**src/rtl/core/mva_pkg.sv**
```systemverilog
// ----------------------------------------------------------------------------
// mva_pkg
// Types and constants shared by the voice allocator modules.
// ----------------------------------------------------------------------------
`timescale 1ns / 1ps

package mva_pkg;

  localparam int NUM_VOICES = 4;
  localparam int OUT_VOICES = 4;
  localparam int IDX_W      = (NUM_VOICES > 1) ? $clog2(NUM_VOICES) : 1;
  localparam int LIM_W      = $clog2(NUM_VOICES + 1);
  localparam int VL_RST     = (2 > NUM_VOICES) ? NUM_VOICES : 2;

  localparam int BYTE_W     = 8;
  localparam int IN_DATA_W  = 3 * BYTE_W;
  localparam int OUT_DATA_W = 2 * OUT_VOICES * BYTE_W;
  localparam int CFG_IDX_W  = 2;
  localparam int CFG_DATA_W = 3;

  localparam logic [3:0] CMD_NOTE_OFF = 4'h8;
  localparam logic [3:0] CMD_NOTE_ON  = 4'h9;
  localparam logic [3:0] CMD_CTRL     = 4'hB;
  localparam logic [7:0] ST_STOP      = 8'hFC;

  localparam logic [7:0] CC_ALL_SOUND_OFF = 8'h78;
  localparam logic [7:0] CC_RESET_ALL     = 8'h79;
  localparam logic [7:0] CC_ALL_NOTES_OFF = 8'h7B;
  localparam logic [7:0] CC_OMNI_OFF      = 8'h7C;
  localparam logic [7:0] CC_SUSTAIN       = 8'h40;
  localparam logic [7:0] SUSTAIN_ON_MIN   = 8'd64;

  localparam logic [CFG_IDX_W-1:0] REG_VOICE_LIMIT  = 2'd0;
  localparam logic [CFG_IDX_W-1:0] REG_ALL_CHANNELS = 2'd1;
  localparam logic [CFG_IDX_W-1:0] REG_STEAL_MODE   = 2'd2;

  typedef enum logic [2:0] {
    OP_NONE,
    OP_CLEAR,
    OP_RETRIG,
    OP_NOTE_ON,
    OP_NOTE_OFF
  } op_t;

  typedef struct packed {
    logic latch;
    logic scan;
    logic apply;
  } dp_cmd_t;

  typedef struct packed {
    logic needs_scan;
    logic scan_last;
  } dp_sts_t;

endpackage

```
**src/rtl/core/mva_datapath.sv**
```systemverilog
// ----------------------------------------------------------------------------
// mva_datapath
// Voice table, config registers, request latch, one-voice-per-cycle scan
// and the result register.
// ----------------------------------------------------------------------------
`timescale 1ns / 1ps

module mva_datapath (
  input  logic                             clk,
  input  logic                             rst_n,
  input  logic [mva_pkg::IN_DATA_W-1:0]    in_tdata,
  input  logic                             cfg_valid,
  input  logic [mva_pkg::CFG_IDX_W-1:0]    cfg_index,
  input  logic [mva_pkg::CFG_DATA_W-1:0]   cfg_data,
  input  mva_pkg::dp_cmd_t                 cmd,
  output mva_pkg::dp_sts_t                 sts,
  output logic [mva_pkg::OUT_DATA_W-1:0]   out_tdata,
  output logic                             out_tuser
);
  import mva_pkg::*;

  logic [7:0]       pitch_r [NUM_VOICES];
  logic [7:0]       level_r [NUM_VOICES];
  logic [7:0]       pitch_nxt [NUM_VOICES];
  logic [7:0]       level_nxt [NUM_VOICES];
  logic [LIM_W-1:0] limit_r;
  logic             all_ch_r;
  logic             steal_r;

  op_t              op_r;
  logic [7:0]       p_r;
  logic [7:0]       v_r;
  logic [IDX_W-1:0] idx_r;
  logic [NUM_VOICES-1:0] mask_r;
  logic             match_found_r;
  logic [IDX_W-1:0] match_idx_r;
  logic             empty_found_r;
  logic [IDX_W-1:0] empty_idx_r;
  logic [IDX_W-1:0] vic_idx_r;
  logic [7:0]       vic_p_r;
  logic [7:0]       vic_l_r;

  logic             out_rt_r;
  logic             rt_nxt;
  logic [7:0]       out_pitch_r [OUT_VOICES];
  logic [7:0]       out_level_r [OUT_VOICES];

  logic [7:0]       st_in;
  logic [7:0]       d1_in;
  logic [7:0]       d2_in;
  op_t              op_dec;
  logic             chan_ok;
  logic [7:0]       cur_p;
  logic [7:0]       cur_l;
  logic             in_lim;
  logic             vic_take;
  logic [LIM_W-1:0] cfg_limit;

  assign st_in = in_tdata[7:0];
  assign d1_in = in_tdata[15:8];
  assign d2_in = in_tdata[23:16];

  // message decode
  always_comb begin
    chan_ok = all_ch_r || (st_in[3:1] == 3'd0);
    op_dec  = OP_NONE;
    if (chan_ok) begin
      if (st_in == ST_STOP) begin
        op_dec = OP_CLEAR;
      end else begin
        case (st_in[7:4])
          CMD_NOTE_ON:  op_dec = (d2_in == 8'd0) ? OP_NOTE_OFF : OP_NOTE_ON;
          CMD_NOTE_OFF: op_dec = OP_NOTE_OFF;
          CMD_CTRL: begin
            if (d1_in == CC_ALL_SOUND_OFF || d1_in == CC_RESET_ALL ||
                d1_in == CC_ALL_NOTES_OFF || d1_in == CC_OMNI_OFF) begin
              op_dec = OP_CLEAR;
            end else if (d1_in == CC_SUSTAIN && d2_in < SUSTAIN_ON_MIN) begin
              op_dec = OP_RETRIG;
            end
          end
          default: op_dec = OP_NONE;
        endcase
      end
    end
  end

  assign sts.needs_scan = (op_dec == OP_NOTE_ON) || (op_dec == OP_NOTE_OFF);
  assign sts.scan_last  = (idx_r == IDX_W'(NUM_VOICES - 1));

  assign cur_p    = pitch_r[idx_r];
  assign cur_l    = level_r[idx_r];
  assign in_lim   = (LIM_W'(idx_r) < limit_r);
  assign vic_take = (idx_r == '0) || (cur_p < vic_p_r) ||
                    (cur_p == vic_p_r && cur_l < vic_l_r);

  always_comb begin
    if (cfg_data == '0) begin
      cfg_limit = LIM_W'(1);
    end else if (int'(cfg_data) > NUM_VOICES) begin
      cfg_limit = LIM_W'(NUM_VOICES);
    end else begin
      cfg_limit = LIM_W'(cfg_data);
    end
  end

  // table update for the request being applied
  always_comb begin
    for (int i = 0; i < NUM_VOICES; i++) begin
      pitch_nxt[i] = pitch_r[i];
      level_nxt[i] = level_r[i];
    end
    rt_nxt = 1'b0;
    case (op_r)
      OP_CLEAR: begin
        for (int i = 0; i < NUM_VOICES; i++) pitch_nxt[i] = 8'd0;
        rt_nxt = 1'b1;
      end
      OP_RETRIG: rt_nxt = 1'b1;
      OP_NOTE_OFF: begin
        for (int i = 0; i < NUM_VOICES; i++) begin
          if (mask_r[i]) pitch_nxt[i] = 8'd0;
        end
        rt_nxt = |mask_r;
      end
      OP_NOTE_ON: begin
        if (match_found_r) begin
          level_nxt[match_idx_r] = v_r;
          rt_nxt = 1'b1;
        end else if (empty_found_r) begin
          pitch_nxt[empty_idx_r] = p_r;
          level_nxt[empty_idx_r] = v_r;
          rt_nxt = 1'b1;
        end else if (steal_r) begin
          if (v_r > vic_l_r || p_r > vic_p_r) begin
            pitch_nxt[vic_idx_r] = p_r;
            level_nxt[vic_idx_r] = v_r;
            rt_nxt = 1'b1;
          end
        end else begin
          // oldest voice drops out, new note goes on top
          for (int i = 0; i < NUM_VOICES; i++) begin
            if ((i + 1) < int'(limit_r)) begin
              pitch_nxt[i] = pitch_r[(i + 1) % NUM_VOICES];
              level_nxt[i] = level_r[(i + 1) % NUM_VOICES];
            end else if ((i + 1) == int'(limit_r)) begin
              pitch_nxt[i] = p_r;
              level_nxt[i] = v_r;
            end
          end
          rt_nxt = 1'b1;
        end
      end
      default: rt_nxt = 1'b0;
    endcase
  end

  always_ff @(posedge clk) begin
    if (!rst_n) begin
      for (int i = 0; i < NUM_VOICES; i++) begin
        pitch_r[i] <= 8'd0;
        level_r[i] <= 8'd0;
      end
      limit_r       <= LIM_W'(VL_RST);
      all_ch_r      <= 1'b0;
      steal_r       <= 1'b0;
      op_r          <= OP_NONE;
      idx_r         <= '0;
      mask_r        <= '0;
      match_found_r <= 1'b0;
      empty_found_r <= 1'b0;
    end else begin
      if (cfg_valid) begin
        case (cfg_index)
          REG_VOICE_LIMIT: begin
            limit_r <= cfg_limit;
            for (int i = 0; i < NUM_VOICES; i++) begin
              if (i >= int'(cfg_limit)) pitch_r[i] <= 8'd0;
            end
          end
          REG_ALL_CHANNELS: all_ch_r <= cfg_data[0];
          REG_STEAL_MODE:   steal_r  <= cfg_data[0];
          default: ;
        endcase
      end else if (cmd.apply) begin
        for (int i = 0; i < NUM_VOICES; i++) begin
          pitch_r[i] <= pitch_nxt[i];
          level_r[i] <= level_nxt[i];
        end
      end

      if (cmd.latch) begin
        op_r          <= op_dec;
        idx_r         <= '0;
        mask_r        <= '0;
        match_found_r <= 1'b0;
        empty_found_r <= 1'b0;
      end else if (cmd.scan) begin
        idx_r <= sts.scan_last ? '0 : idx_r + IDX_W'(1);
        if (in_lim) begin
          if (cur_p == p_r) begin
            mask_r[idx_r] <= 1'b1;
            if (!match_found_r) begin
              match_found_r <= 1'b1;
            end
          end
          if (cur_p == 8'd0 && !empty_found_r) begin
            empty_found_r <= 1'b1;
          end
        end
      end
    end
  end

  // payload registers
  always_ff @(posedge clk) begin
    if (cmd.latch) begin
      p_r <= d1_in;
      v_r <= d2_in;
    end
    if (cmd.scan && in_lim) begin
      if (cur_p == p_r && !match_found_r) match_idx_r <= idx_r;
      if (cur_p == 8'd0 && !empty_found_r) empty_idx_r <= idx_r;
      if (vic_take) begin
        vic_idx_r <= idx_r;
        vic_p_r   <= cur_p;
        vic_l_r   <= cur_l;
      end
    end
    if (cmd.apply) begin
      out_rt_r <= rt_nxt;
    end
  end

  for (genvar g = 0; g < OUT_VOICES; g++) begin : g_out
    if (g < NUM_VOICES) begin : g_live
      always_ff @(posedge clk) begin
        if (cmd.apply) begin
          out_pitch_r[g] <= pitch_nxt[g];
          out_level_r[g] <= level_nxt[g];
        end
      end
    end else begin : g_absent
      always_ff @(posedge clk) begin
        out_pitch_r[g] <= 8'd0;
        out_level_r[g] <= 8'd0;
      end
    end
    assign out_tdata[g*BYTE_W +: BYTE_W]                = out_pitch_r[g];
    assign out_tdata[(OUT_VOICES+g)*BYTE_W +: BYTE_W]   = out_level_r[g];
  end

  assign out_tuser = out_rt_r;

endmodule

```
**src/rtl/core/mva_ctrl.sv**
```systemverilog
// ----------------------------------------------------------------------------
// mva_ctrl
// Sequencer: takes a request, runs the voice scan for note messages, applies the update and
// owns the result valid flag.
// ----------------------------------------------------------------------------
`timescale 1ns / 1ps

module mva_ctrl (
  input  logic              clk,
  input  logic              rst_n,
  input  logic              in_tvalid,
  output logic              in_tready,
  output logic              out_tvalid,
  input  logic              out_tready,
  input  mva_pkg::dp_sts_t  sts,
  output mva_pkg::dp_cmd_t  cmd
);
  import mva_pkg::*;

  typedef enum logic [1:0] {
    ST_IDLE,
    ST_SCAN,
    ST_APPLY
  } state_t;

  state_t state_r, state_nxt;
  logic   out_valid_r, out_valid_nxt;

  assign in_tready  = (state_r == ST_IDLE);
  assign out_tvalid = out_valid_r;

  always_comb begin
    cmd.latch     = in_tvalid && in_tready;
    cmd.scan      = (state_r == ST_SCAN);
    cmd.apply     = (state_r == ST_APPLY) && (!out_valid_r || out_tready);
    state_nxt     = state_r;
    out_valid_nxt = out_valid_r && !out_tready;
    case (state_r)
      ST_IDLE: begin
        if (cmd.latch) state_nxt = sts.needs_scan ? ST_SCAN : ST_APPLY;
      end
      ST_SCAN: begin
        if (sts.scan_last) state_nxt = ST_APPLY;
      end
      ST_APPLY: begin
        if (cmd.apply) begin
          out_valid_nxt = 1'b1;
          state_nxt     = ST_IDLE;
        end
      end
      default: state_nxt = ST_IDLE;
    endcase
  end

  always_ff @(posedge clk) begin
    if (!rst_n) begin
      state_r     <= ST_IDLE;
      out_valid_r <= 1'b0;
    end else begin
      state_r     <= state_nxt;
      out_valid_r <= out_valid_nxt;
    end
  end

endmodule

```
**src/rtl/core/midi_voice_allocator_core.sv**
```systemverilog
// ----------------------------------------------------------------------------
// midi_voice_allocator_core
// Polyphonic voice allocator for three-byte MIDI messages.
//
// in_*  : one message per request, tdata = {data2, data1, status_byte}.
// out_* : one result per message, tdata = voice pitches then levels,
//         tuser = retrigger flag.
// cfg_* : register writes (voice limit, all channels, steal mode); take them
//         only while no message is in flight. cfg_ready is always high.
// Note messages walk the voice table one voice a cycle, then apply the
// update; other messages skip the scan and go straight to the update. A
// new request is taken only after the previous one has been applied.
// The result sits in an output register; a stalled receiver holds it while
// the next request is taken and scanned, and the update waits until the
// register frees.
// Reset empties every voice, zeroes levels, sets voice limit 2 and clears
// both mode bits; no clearing pass is needed.
// ----------------------------------------------------------------------------
`timescale 1ns / 1ps

module midi_voice_allocator_core (
  input  logic                             clk,
  input  logic                             rst_n,
  input  logic                             in_tvalid,
  output logic                             in_tready,
  input  logic [mva_pkg::IN_DATA_W-1:0]    in_tdata,   // status_byte, data1, data2
  output logic                             out_tvalid,
  input  logic                             out_tready,
  // voice0..3_pitch, voice0..3_level
  output logic [mva_pkg::OUT_DATA_W-1:0]   out_tdata,
  output logic                             out_tuser,  // retrigger_timers
  input  logic                             cfg_valid,
  output logic                             cfg_ready,
  input  logic [mva_pkg::CFG_IDX_W-1:0]    cfg_index,
  input  logic [mva_pkg::CFG_DATA_W-1:0]   cfg_data
);
  import mva_pkg::*;

  dp_cmd_t cmd;
  dp_sts_t sts;

  assign cfg_ready = 1'b1;

  mva_ctrl u_ctrl (
    .clk        (clk),
    .rst_n      (rst_n),
    .in_tvalid  (in_tvalid),
    .in_tready  (in_tready),
    .out_tvalid (out_tvalid),
    .out_tready (out_tready),
    .sts        (sts),
    .cmd        (cmd)
  );

  mva_datapath u_dp (
    .clk       (clk),
    .rst_n     (rst_n),
    .in_tdata  (in_tdata),
    .cfg_valid (cfg_valid),
    .cfg_index (cfg_index),
    .cfg_data  (cfg_data),
    .cmd       (cmd),
    .sts       (sts),
    .out_tdata (out_tdata),
    .out_tuser (out_tuser)
  );

endmodule

```
**config.mk**
```make
export PLATFORM = sky130hd
export DESIGN_NAME = midi_voice_allocator_core
export DESIGN_NICKNAME = d
export VERILOG_FILES = /design/src/rtl/core/mva_pkg.sv /design/src/rtl/core/mva_datapath.sv /design/src/rtl/core/mva_ctrl.sv /design/src/rtl/core/midi_voice_allocator_core.sv
export SDC_FILE = /design/constraint.sdc
export NUM_CORES = 1
export LEC_CHECK = 0
export BUFFER_PORTS_ARGS = -buffer_cell sky130_fd_sc_hd__buf_2
export CAP_MARGIN = 30
export CELL_PAD_IN_SITES_DETAIL_PLACEMENT = 0
export CELL_PAD_IN_SITES_GLOBAL_PLACEMENT = 2
export CORE_UTILIZATION = 40
export CTS_BUF_LIST = sky130_fd_sc_hd__clkbuf_4
export CTS_CLUSTER_DIAMETER = 80
export DETAILED_ROUTE_END_ITERATION = 16
export PLACE_DENSITY_LB_ADDON = 0.15
export SETUP_SLACK_MARGIN = 0.5
export SLEW_MARGIN = 20
export SYNTH_ARGS = -nofsm -noshare
export SYNTH_HDL_FRONTEND = slang
export SYNTH_HIERARCHICAL = 1
export SYNTH_SLANG_ARGS = --single-unit
```
**constraint.sdc**
```tcl
create_clock -name clk -period 6.5 [get_ports clk]
set_input_delay 0.325 -clock clk [delete_from_list [all_inputs] [get_ports clk]]
set_output_delay 0.325 -clock clk [all_outputs]
set_load 0.005 [all_outputs]
```
==> run summary, run 1 <==
Endpoints failing setup - 0
Clk_skew - 0.0278 ns
Crit share post-route - 57.7%
Synth Register Bits - 188
Post-Syn Area - 0.0137 mm^2
Layout cell share with drive strength beyond 1 - 13.0%
Die Area - 0.0351 mm^2
Hold Path Class - input port to register
Root buffer cell - clkbuf_4
Worst setup path class - register to register
Delay-heaviest family, CP - buffers and inverters
Placement row count - 67
Post-route setup slack - 2.75 ns
Largest family of logic cells by synthesized area - compound AO/OA/AOI/OAI gates
CTS tree - done
Drt first-iter violations - 1254
Count of cell types in the netlist - 75
First-pass GRT wire length - 79.1 mm
Tot Pwr - 2.67 mW
Syn avg cell area - 9.01 um^2
Final ANT Viol Nets - 0
Crit path DAT - 4.16 ns
Design area - 0.0152 mm^2
Detailed placement HPWL - 35.0 mm
Worst-Skew Late Latency - 0.65 ns
Register area share after synthesis - 39.0%
Worst setup SP type - register
Fin nets - 1641
CP endpoint kind - register
Initial antenna violation count - 1
Post_cts resized - 0
RSZ-0062 raised after global routing - no
Simple-Gate Fraction of Synth Area - 17.2%
H-tree levels - 4
DR WL/cell - 25.8 um
Max Cap Violations - 0
Core Util, Final - 45.1%
F_max - 266 MHz
RePlAce Congestion - 0.892
Area share of the largest cell type after synthesis - 34.8%
Fin Setup TNS - 0 ns
Worst-path cell chain - inv_1 > ha_1 > nand4_1 > or2_1 > a22oi_1 > buf_4 > nand2_1 > buf_4 > a221oi_1 > nor3_1
Synth Instances - 1524
Max-slew headroom at the worst pin - 29.9%
CTS Sinks - 188
GRT Overall Usage - 29.7%
Worst slew pin tran - 1.04 ns
Crit-path max cell delay - 0.76 ns
Hold Violations, Final - 0
Synth Area in XOR/XNOR - 0.510%
Fraction of the mapped netlist area in adder cells - 3.28%
Worst Path Required - 6.90 ns
Largest net degree at the start of global routing - 71
Drc violations - 0
Vias/cell - 6.49
Hold WS - 0.0740 ns
DIE HEIGHT - 187 um
Crit path buf inv count - 3
Num ports - 102
Ys flop type - edfxtp_1
Initial core utilization - 40.8%
Synth area leaders - edfxtp_1 35%, mux2i_1 7.2%, a21oi_1 4.3%, dfxtp_1 4.2%, nor2_1 4.0%
I/O Buffers - 100
DR vias - 13195
Synth Area in Compound Gates - 25.0%
VDD IR max - 0.000102 V
Pre-CTS setup slack - 2.78 ns
Asr flop ratio synth - 0%
Number of global-route vias before repair - 12547
Area growth, synth to finish - 10.6%
Cts bufs inserted - 17
Mux contribution to synthesized area - 9.93%
Inst Count DP - 1973
CTS clk-pin slew, worst paths - 0.18 ns
Placed instance area - 0.0146 mm^2
Global route overflow - 0
Slowest-stage cell, CP - edfxtp_1
Die X - 187 um
DRT Pass-1 Iters - 5
Warning count from the yosys run - 6
CTS Buffer Depth - 2
Post-synth EDFFs - 159
CP Max Fanout - 20
Final cell count without fillers - 2033
CORE AREA - 0.0336 mm^2
WL final - 52.4 mm
Minimum clock period after layout - 3.75 ns
Pwr dens - 176 mW/mm^2
CP most frequent cell - buf_4
Synth area leader - edfxtp_1
Fin. max-slew vios - 0
Lkg Pwr - 5.49 nW
Status - completed
Post-synthesis net count - 1594
-- layout by cell type, fill, tap and decap left out, types with 7 or more instances in the layout --
master,count
a211oi_1,43
edfxtp_1,159
o211ai_1,11
ha_1,36
o22ai_1,40
a2111oi_0,10
a311oi_1,16
nor2b_1,20
nor4_1,15
a31oi_1,39
inv_1,44
and2_1,13
o21ai_1,12
nand2_1,84
o21a_1,17
buf_4,34
o22a_1,8
nor2_1,146
dfxtp_1,27
o31ai_1,7
buf_2,100
dlygate4sd3_1,22
clkbuf_4,17
nand4_1,7
a21oi_1,117
a22o_1,7
o221ai_1,11
or3_1,12
nand3_1,58
and3_1,10
a22oi_1,11
mux2i_1,99
o21ai_0,74
a221o_1,15
nor3_1,60
a221oi_1,34
mux4_2,16
a21o_1,10
nand2b_1,25
-- cell type report --
cell class | count | area [um^2]
clock buffer | 17 | 128
timing repair buffer | 160 | 1040
antenna | 1 | 2.50
inverter | 47 | 176
sequential | 188 | 5360
clock inverter | 15 | 201
fill | 3275 | 18400
tap | 448 | 561
multi-input combinational | 1157 | 7710
-- where the power goes --
part	internal, mW	leakage, nW	switching (mW)
Sequential	1.38	1.80	0.110
Combinational	0.164	3.51	0.254
Clock	0.284	0.179	0.480
-- kinds of logic after synthesis --
group	after synthesis
other	1
buffers and inverters	179
adders and majority gates	36
muxes	116
DFF	188
and+or+nand+nor	483
AOI/OAI and AO/OA	513
xor gates and xnor gates	8
-- repair_timing --
item	in CTS	in global routing
buffers inserted	0	0
hold buffers	22	0
hold endpoints to repair	24	0
-- final timing paths --
| path | start | to | slack (ns) | depth (start not counted) |
|---|---|---|---|---|
| min reg2reg | u_ctrl/out_tvalid | u_ctrl/out_tvalid | 0.53 | 2 |
| max reg2reg | u_dp/p_r[0] | u_dp/level_r[3][7] | 2.75 | 10 |
| min | rst_n | u_dp/steal_r | 0.07 | 2 |
| max | u_dp/p_r[0] | u_dp/level_r[3][7] | 2.75 | 10 |
-- synthesized netlist by cell type (11+ instances only) --
master,number
dfxtp_1,29
nor3_1,61
a21oi_1,117
nand3_1,58
o21ai_1,11
nand2b_1,25
nor2b_1,21
ha_1,36
a221o_1,15
or3_1,12
inv_1,45
o221ai_1,11
a211oi_1,43
nor4_1,15
mux2i_1,99
clkbuf_1,104
a22oi_1,11
a311oi_1,16
o21a_1,17
nor2_1,147
buf_1,18
a221oi_1,34
nand2_1,86
o22ai_1,40
a31oi_1,40
o21ai_0,75
edfxtp_1,159
mux4_2,16
and2_1,13
o211ai_1,11
-- worst reg2reg max path, stage by stage, from the launching register on --
cell and delay [ns]:
edfxtp_1 0.76, inv_1 0.31, ha_1 0.37, nand4_1 0.10
or2_1 0.23, a22oi_1 0.17, buf_4 0.31, nand2_1 0.35
buf_4 0.37, a221oi_1 0.42, nor3_1 0.11
-- metal layers --
| layer | global-route usage [%] | part of all wire [%] | vias up |
|---|---|---|---|
| li1 | - | - | 5993 |
| met1 | 38.8 | 43 | 6520 |
| met2 | 49.7 | 48 | 572 |
| met3 | 3.53 | 5.3 | 110 |
| met4 | 12.1 | 3.6 | 0 |
| met5 | 0 | 0 | - |
-- state kept, by name, summed over array words and instances, names as in the netlist, 3 cells and up, named ones only --
name,cells
u_dp/out_level_r,32
u_dp/level_r,32
u_dp/pitch_r,32
u_dp/vic_l_r,8
u_dp/op_r,3
u_dp/p_r,8
u_dp/limit_r,3
u_dp/v_r,8
u_dp/mask_r,4
u_dp/vic_p_r,8
u_dp/out_pitch_r,32
(Power assumes the default switching activity.)
==> run 2: changes to the inputs <==
ABC_AREA = 1   (was not set)
CORE_UTILIZATION = 33   (was 40)
clock period = 3.3 ns   (was 6.5 ns; I/O delays follow)
==> run 2 against run 1 <==
Highest routed layer unchanged. Largest cell class unchanged. Worst hold slack better by 0.11 ns. Critical path type unchanged. Power up 90%. Wire length up 4.4%.
==> run summary, run 2 <==
Ys flop type - edfxtp_1
Num ports - 102 (unchanged)
Post-synth EDFFs - 159 (unchanged)
Crit-path max cell delay - 0.41 ns (-0.35 ns)
Endpoints failing setup - 0 (unchanged)
CP endpoint kind - register
Combinational power share - 19.3% (+3.6 points)
Fin Setup TNS - 0 ns (unchanged)
Initial core utilization - 33.5% (-7.4 points)
Cts bufs inserted - 17 (unchanged)
Synth Area in XOR/XNOR - 0.263% (-0.25 points)
Drc violations - 0 (unchanged)
Commonest non-fill, non-tap cell in the layout - nand2_1
DR vias - 13572 (+2.9%)
Area share of the largest cell type after synthesis - 35.8% (+1.0 points)
Die X - 203 um (+8.4%)
Asr flop ratio synth - 0% (unchanged)
I/O Buffers - 100 (unchanged)
Syn avg cell area - 7.23 um^2 (-20%)
Vias/cell - 5.36 (-17%)
DRT Pass-1 Iters - 5 (unchanged)
Root buffer cell - clkbuf_4
Global route overflow - 0 (unchanged)
Share of total power in sequential cells - 55.2% (-0.5 points)
Layout cell share with drive strength beyond 1 - 13.4% (+0.40 points)
Status - completed
F_max - 364 MHz (+36%)
H-tree levels - 4 (unchanged)
CTS clk-pin slew, worst paths - 0.18 ns (about the same)
Pint - 3.41 mW (+87%)
Final ANT Viol Nets - 0 (unchanged)
Final cell count without fillers - 2534 (+25%)
CORE AREA - 0.0398 mm^2 (+18%)
Clk_skew - 0.0416 ns (+0.0139 ns)
Area growth, synth to finish - 16.9%
Fin nets - 2064 (+26%)
GRT Overall Usage - 27.1% (-2.6 points)
Max Cap Violations - 0 (unchanged)
CP Max Fanout - 6 (-70%)
Register area share after synthesis - 40.2% (+1.2 points)
Post-synthesis net count - 1914 (+20%)
Fraction of the mapped netlist area in adder cells - 3.38% (+0.097 points)
Mux contribution to synthesized area - 0% (-9.9 points)
Initial antenna violation count - 1 (unchanged)
First-pass GRT wire length - 83.0 mm (+4.9%)
Pwr dens - 326 mW/mm^2 (+85%)
Synth Area in Compound Gates - 25.0% (+0.063 points)
CTS Buffer Depth - 2 (unchanged)
DR WL/cell - 21.6 um (-16%)
Synth area leader - edfxtp_1
NetSw - 1.67 mW (+98%)
Most frequent cells after synthesis - 452 x nand2_1, 253 x a21oi_1, 214 x o21ai_0
Placement row count - 73 (+9.0%)
Crit share post-route - 83.3% (+26 points)
Post-Syn Area - 0.0133 mm^2 (-2.9%)
Largest family of logic cells by synthesized area - compound AO/OA/AOI/OAI gates
Fin. max-slew vios - 0 (unchanged)
Slowest-stage cell, CP - dfxtp_4
Delay-heaviest family, CP - compound AO/OA/AOI/OAI gates
Hold Violations, Final - 0 (unchanged)
Switching portion of total power - 32.9% (+1.2 points)
Clock power frac - 25.5% (-3.1 points)
Inst Count DP - 2444 (+24%)
Synth Register Bits - 188 (unchanged)
Most frequent cells in the layout - 450 x nand2_1, 246 x a21oi_1, 210 x o21ai_0, 208 x inv_1, 159 x edfxtp_1
Die Area - 0.0412 mm^2 (+18%)
Worst-path cell chain - clkinvlp_4 > buf_4 > o21ai_0 > a21oi_1 > a21oi_2 > buf_4 > ha_1 > a21oi_1 > nor2_1 > nor4_1 > nand2_1 > a21oi_4 > clkbuf_16
Worst-Skew Late Latency - 0.71 ns (+0.06 ns)
Worst Path Required - 3.74 ns (-3.16 ns)
Hold Path Class - input port to register
Simple-Gate Fraction of Synth Area - 20.9% (+3.7 points)
WL final - 54.7 mm (+4.4%)
Crit path buf inv count - 4 (+1)
Detailed placement HPWL - 38.1 mm (+8.9%)
RePlAce Congestion - 0.859 (-3.7%)
Minimum clock period after layout - 2.75 ns (-1.00 ns)
VDD IR max - 0.000223 V (+120%)
Count of cell types in the netlist - 49 (-35%)
Synth Instances - 1844 (+21%)
Synth area leaders - edfxtp_1 36%, nand2_1 13%, a21oi_1 9.5%, o21ai_0 8.0%, inv_1 6.0%
RSZ-0062 raised after global routing - yes
Warning count from the yosys run - 6 (unchanged)
CTS Sinks - 188 (unchanged)
Crit path DAT - 3.19 ns (-0.97 ns)
Worst setup SP type - register
Most frequent cell after synthesis - nand2_1
Max-slew headroom at the worst pin - 45.3% (+15 points)
CTS tree - done
Drt first-iter violations - 1161 (-7.4%)
Worst setup path class - register to register
Largest net degree at the start of global routing - 77 (+8.5%)
Number of global-route vias before repair - 12850 (+2.4%)
Lkg Pwr - 6.83 nW (+24%)
DIE HEIGHT - 203 um (+8.4%)
Worst slew pin tran - 0.820 ns (-0.223 ns)
==> run 2: repair_timing <==
action                                  CTS  global route
setup buffers                             1             9
endpoints found under the hold margin    54             0
endpoints found under the setup margin   37            95
hold buffers                             43             0
resized for setup                         1            16
cloned                                    1             1
pin swaps                                 0             3
==> run 2: logic make-up after synthesis <==
group                    count (synthesis)
XOR/XNOR                                 4
AND/OR/NAND/NOR                        677
adder cells (fa/ha/maj)                 36
AO/OA/AOI/OAI                          609
flip-flops                             188
buffers and inverters                  329
other                                    1
==> run 2: power groups by stage <==
stage	Sequential [mW]	Combinational, mW	Clock [mW]
global placement	2.86	0.919	0
finish	2.80	0.981	1.30
global route	2.82	1.09	1.44
detailed placement	2.86	0.919	0
CTS	2.81	0.961	1.39
floorplan	2.83	0.542	0
==> run 2: cell type report <==
| class | count | area, um^2 |
|---|---|---|
| Clock inverter | 15 | 124 |
| Sequential cell | 188 | 5360 |
| Inverter | 226 | 856 |
| Clock buffer | 17 | 128 |
| Multi-Input combinational cell | 1328 | 6720 |
| Tap cell | 525 | 657 |
| Fill cell | 4270 | 24200 |
| Timing Repair Buffer | 233 | 1730 |
| Antenna cell | 2 | 5.00 |
==> run 2: through the flow <==
step	utilization, %	setup WS [ns]	hold WS [ns]	power (mW)	area (um^2)
3_3_place_gp	36.9	0.441	0.360	3.78	14700
5_1_grt	39.1	0.423	0.153	5.34	15600
2_1_floorplan	-	0.298	0.264	3.37	13400
6_report	39.1	0.550	0.188	5.08	15600
3_5_place_dp	36.9	0.448	0.360	3.78	14700
4_1_cts	38.7	0.515	0.0863	5.16	15400
==> run 2: worst paths after layout <==
kind / from / depth (start not counted) / to / slack, ns
setup / recovery: register / 13 / u_dp/vic_p_r[3] / 0.55
setup reg to reg: register / 13 / u_dp/vic_p_r[3] / 0.55
hold / removal: in_tdata[17] / 2 / u_dp/v_r[1] / 0.19
hold reg to reg: u_dp/mask_r[2] / 2 / u_dp/mask_r[2] / 0.49
==> run 2: per-layer routing <==
metal  up-vias  share of wire [%]  GRT usage [%]
met5         -                  0              0
li1       6596                  -              -
met3       107                4.6           2.84
met2       478                 46           44.6
met1      6391                 44           35.4
met4         0                4.7           13.2
==> run 3: changes to the inputs <==
CORE_UTILIZATION = 36   (was 33)
clock period = 2.8 ns   (was 3.3 ns; I/O delays follow)
==> run 3 against run 2 <==
Sequential power up 18%. Register-to-register slack worse by 0.32 ns. Maximum frequency grew 6.9%. Utilization increased by 8.2 points. Clock-buffer cell count is 3 higher. Combinational power grew 46%. Worst setup slack got worse by 0.32 ns. Via count up 5.8%. Clock skew shrank 0.013 ns. Global-route usage increased by 3.3 points.
==> run summary, run 3 (same netlist as run 2, synthesis figures left out) <==
Status - completed
CTS tree - done
Worst setup path class - register to register
Largest net degree at the start of global routing - 77 (unchanged)
DIE HEIGHT - 194 um (-4.2%)
Area growth, synth to finish - 29.6%
Die Area - 0.0378 mm^2 (-8.3%)
Global route overflow - 0 (unchanged)
Number of global-route vias before repair - 13526 (+5.3%)
H-tree levels - 4 (unchanged)
Fin. max-slew vios - 0 (unchanged)
Worst setup SP type - register
Worst-Skew Late Latency - 0.67 ns (-0.04 ns)
Crit share post-route - 91.9% (+8.6 points)
DR vias - 14365 (+5.8%)
Post-route setup slack - 0.226 ns (-0.324 ns)
Layout cell share with drive strength beyond 1 - 26.9% (+13 points)
Max Cap Violations - 0 (unchanged)
First-pass GRT wire length - 85.8 mm (+3.4%)
F_max - 389 MHz (+6.9%)
CTS clk-pin slew, worst paths - 0.18 ns (about the same)
Endpoints failing setup - 0 (unchanged)
Fin Setup TNS - 0 ns (unchanged)
Inst Count DP - 2405 (-1.6%)
Hold Path Class - input port to register
Hold Violations, Final - 0 (unchanged)
Design area - 0.0173 mm^2 (+11%)
Clk_skew - 0.0291 ns (-0.0126 ns)
CP Max Fanout - 27 (+21)
Num ports - 102 (unchanged)
DR WL/cell - 22.8 um (+5.6%)
Max-slew headroom at the worst pin - 37.3% (-8.1 points)
Core Util, Final - 47.3% (+8.2 points)
Hold WS - 0.144 ns (-0.0442 ns)
Minimum clock period after layout - 2.57 ns (-0.176 ns)
Met1 Wirelength - 25.1 mm (+3.7%)
Routed wl met2 - 26.8 mm (+5.5%)
RePlAce Congestion - 0.938 (+9.1%)
Placement row count - 70 (-4.1%)
CTS Buffer Depth - 2 (unchanged)
Crit path DAT - 2.97 ns (-0.22 ns)
Max layer used - met4
RSZ-0062 raised after global routing - yes
WL final - 58.0 mm (+6.0%)
Initial antenna violation count - 1 (unchanged)
I/O Buffers - 100 (unchanged)
Lkg Pwr - 7.35 nW (+7.7%)
Worst Path Required - 3.20 ns (-0.54 ns)
Placed instance area - 0.0147 mm^2 (+0.32%)
DRT Pass-1 Iters - 5 (unchanged)
Worst slew pin tran - 0.941 ns (+0.121 ns)
Commonest non-fill, non-tap cell in the layout - nand2_1
CP endpoint kind - register
GRT Overall Usage - 30.3% (+3.3 points)
Die X - 194 um (-4.2%)
Root buffer cell - clkbuf_4
Pre-CTS setup slack - -0.0759 ns (-0.523 ns)
Fin nets - 2132 (+3.3%)
Final cell count without fillers - 2544 (+0.39%)
Detailed placement HPWL - 38.1 mm (about the same)
Final ANT Viol Nets - 0 (unchanged)
Vias/cell - 5.65 (+5.4%)
Most frequent cells in the layout - 378 x nand2_1, 186 x a21oi_1, 185 x inv_1, 159 x edfxtp_1, 156 x o21ai_0
CTS Sinks - 188 (unchanged)
VDD IR max - 0.000255 V (+14%)
CORE AREA - 0.0365 mm^2 (-8.3%)
Drt first-iter violations - 1291 (+11%)
Drc violations - 0 (unchanged)
Pwr dens - 368 mW/mm^2 (+13%)
Initial core utilization - 36.5% (+3.0 points)
Cts bufs inserted - 17 (unchanged)
Met3 wire len - 3.40 mm (+35%)
Tot Pwr - 6.36 mW (+25%)
==> run 3: cell count changes in the layout (fill, tap and decap cells not counted), sizes merged <==
cell          change
bufinv            +1
clkinvlp          -1
nand3b            +2
clkbuf            +6
dlygate4sd3       -1
dlymetal6s4s      +1
buf              +58
nand2             +4
diode             -1
clkinv            -6
nand3             +1
inv               +3
==> run 3: critical path: stages, from the launching register on <==
cell and delay, ns:
dfxtp_4 0.42, buf_12 0.15, inv_12 0.11, o21ai_0 0.10, a21oi_1 0.26, a21oi_1 0.12
ha_1 0.31, a21oi_1 0.16, nand2_1 0.08, nand4_1 0.09, nand2_1 0.10, a21oi_4 0.22
buf_6 0.19
==> run 3: path summary, 6_finish.rpt <==
| check | start | to | slack (ns) | depth (start not counted) |
|---|---|---|---|---|
| max | register | u_dp/vic_idx_r[1] | 0.23 | 12 |
| min | in_tdata[4] | u_ctrl/state_r[1] | 0.14 | 7 |
| max reg2reg | register | u_dp/vic_idx_r[1] | 0.23 | 12 |
| min reg2reg | u_dp/mask_r[2] | u_dp/mask_r[2] | 0.49 | 2 |
==> run 3: layout make-up <==
type                            instances  area (um^2)
Antenna cell                            1         2.50
Timing Repair Buffer                  294         2450
Clock buffer                           20          150
Tap cell                              468          586
Inverter                              226          878
Multi-Input combinational cell       1335         7710
Fill cell                            3685        19200
Sequential cell                       188         5370
Clock inverter                         12          136
==> run 3: layer usage <==
layer | vias to the layer above | track usage, %
met2 | 587 | 49.5
li1 | 6752 | -
met1 | 6885 | 39.5
met4 | 0 | 15.4
met5 | - | 0
met3 | 141 | 3.73
==> run 3: where the power goes <==
group	internal, mW	switching, mW	leakage, nW	total [mW]
Sequential	3.19	0.107	1.79	3.29
Combinational	0.527	0.907	5.40	1.43
Clock	0.573	1.06	0.163	1.63
==> run 3: repair_timing <==
action	4_1_cts	5_1_grt
pin swaps	50	125
resized for setup	138	214
cloned	11	4
hold buffers	43	0
setup buffers	29	19
endpoints found under the hold margin	40	0
endpoints found under the setup margin	138	185
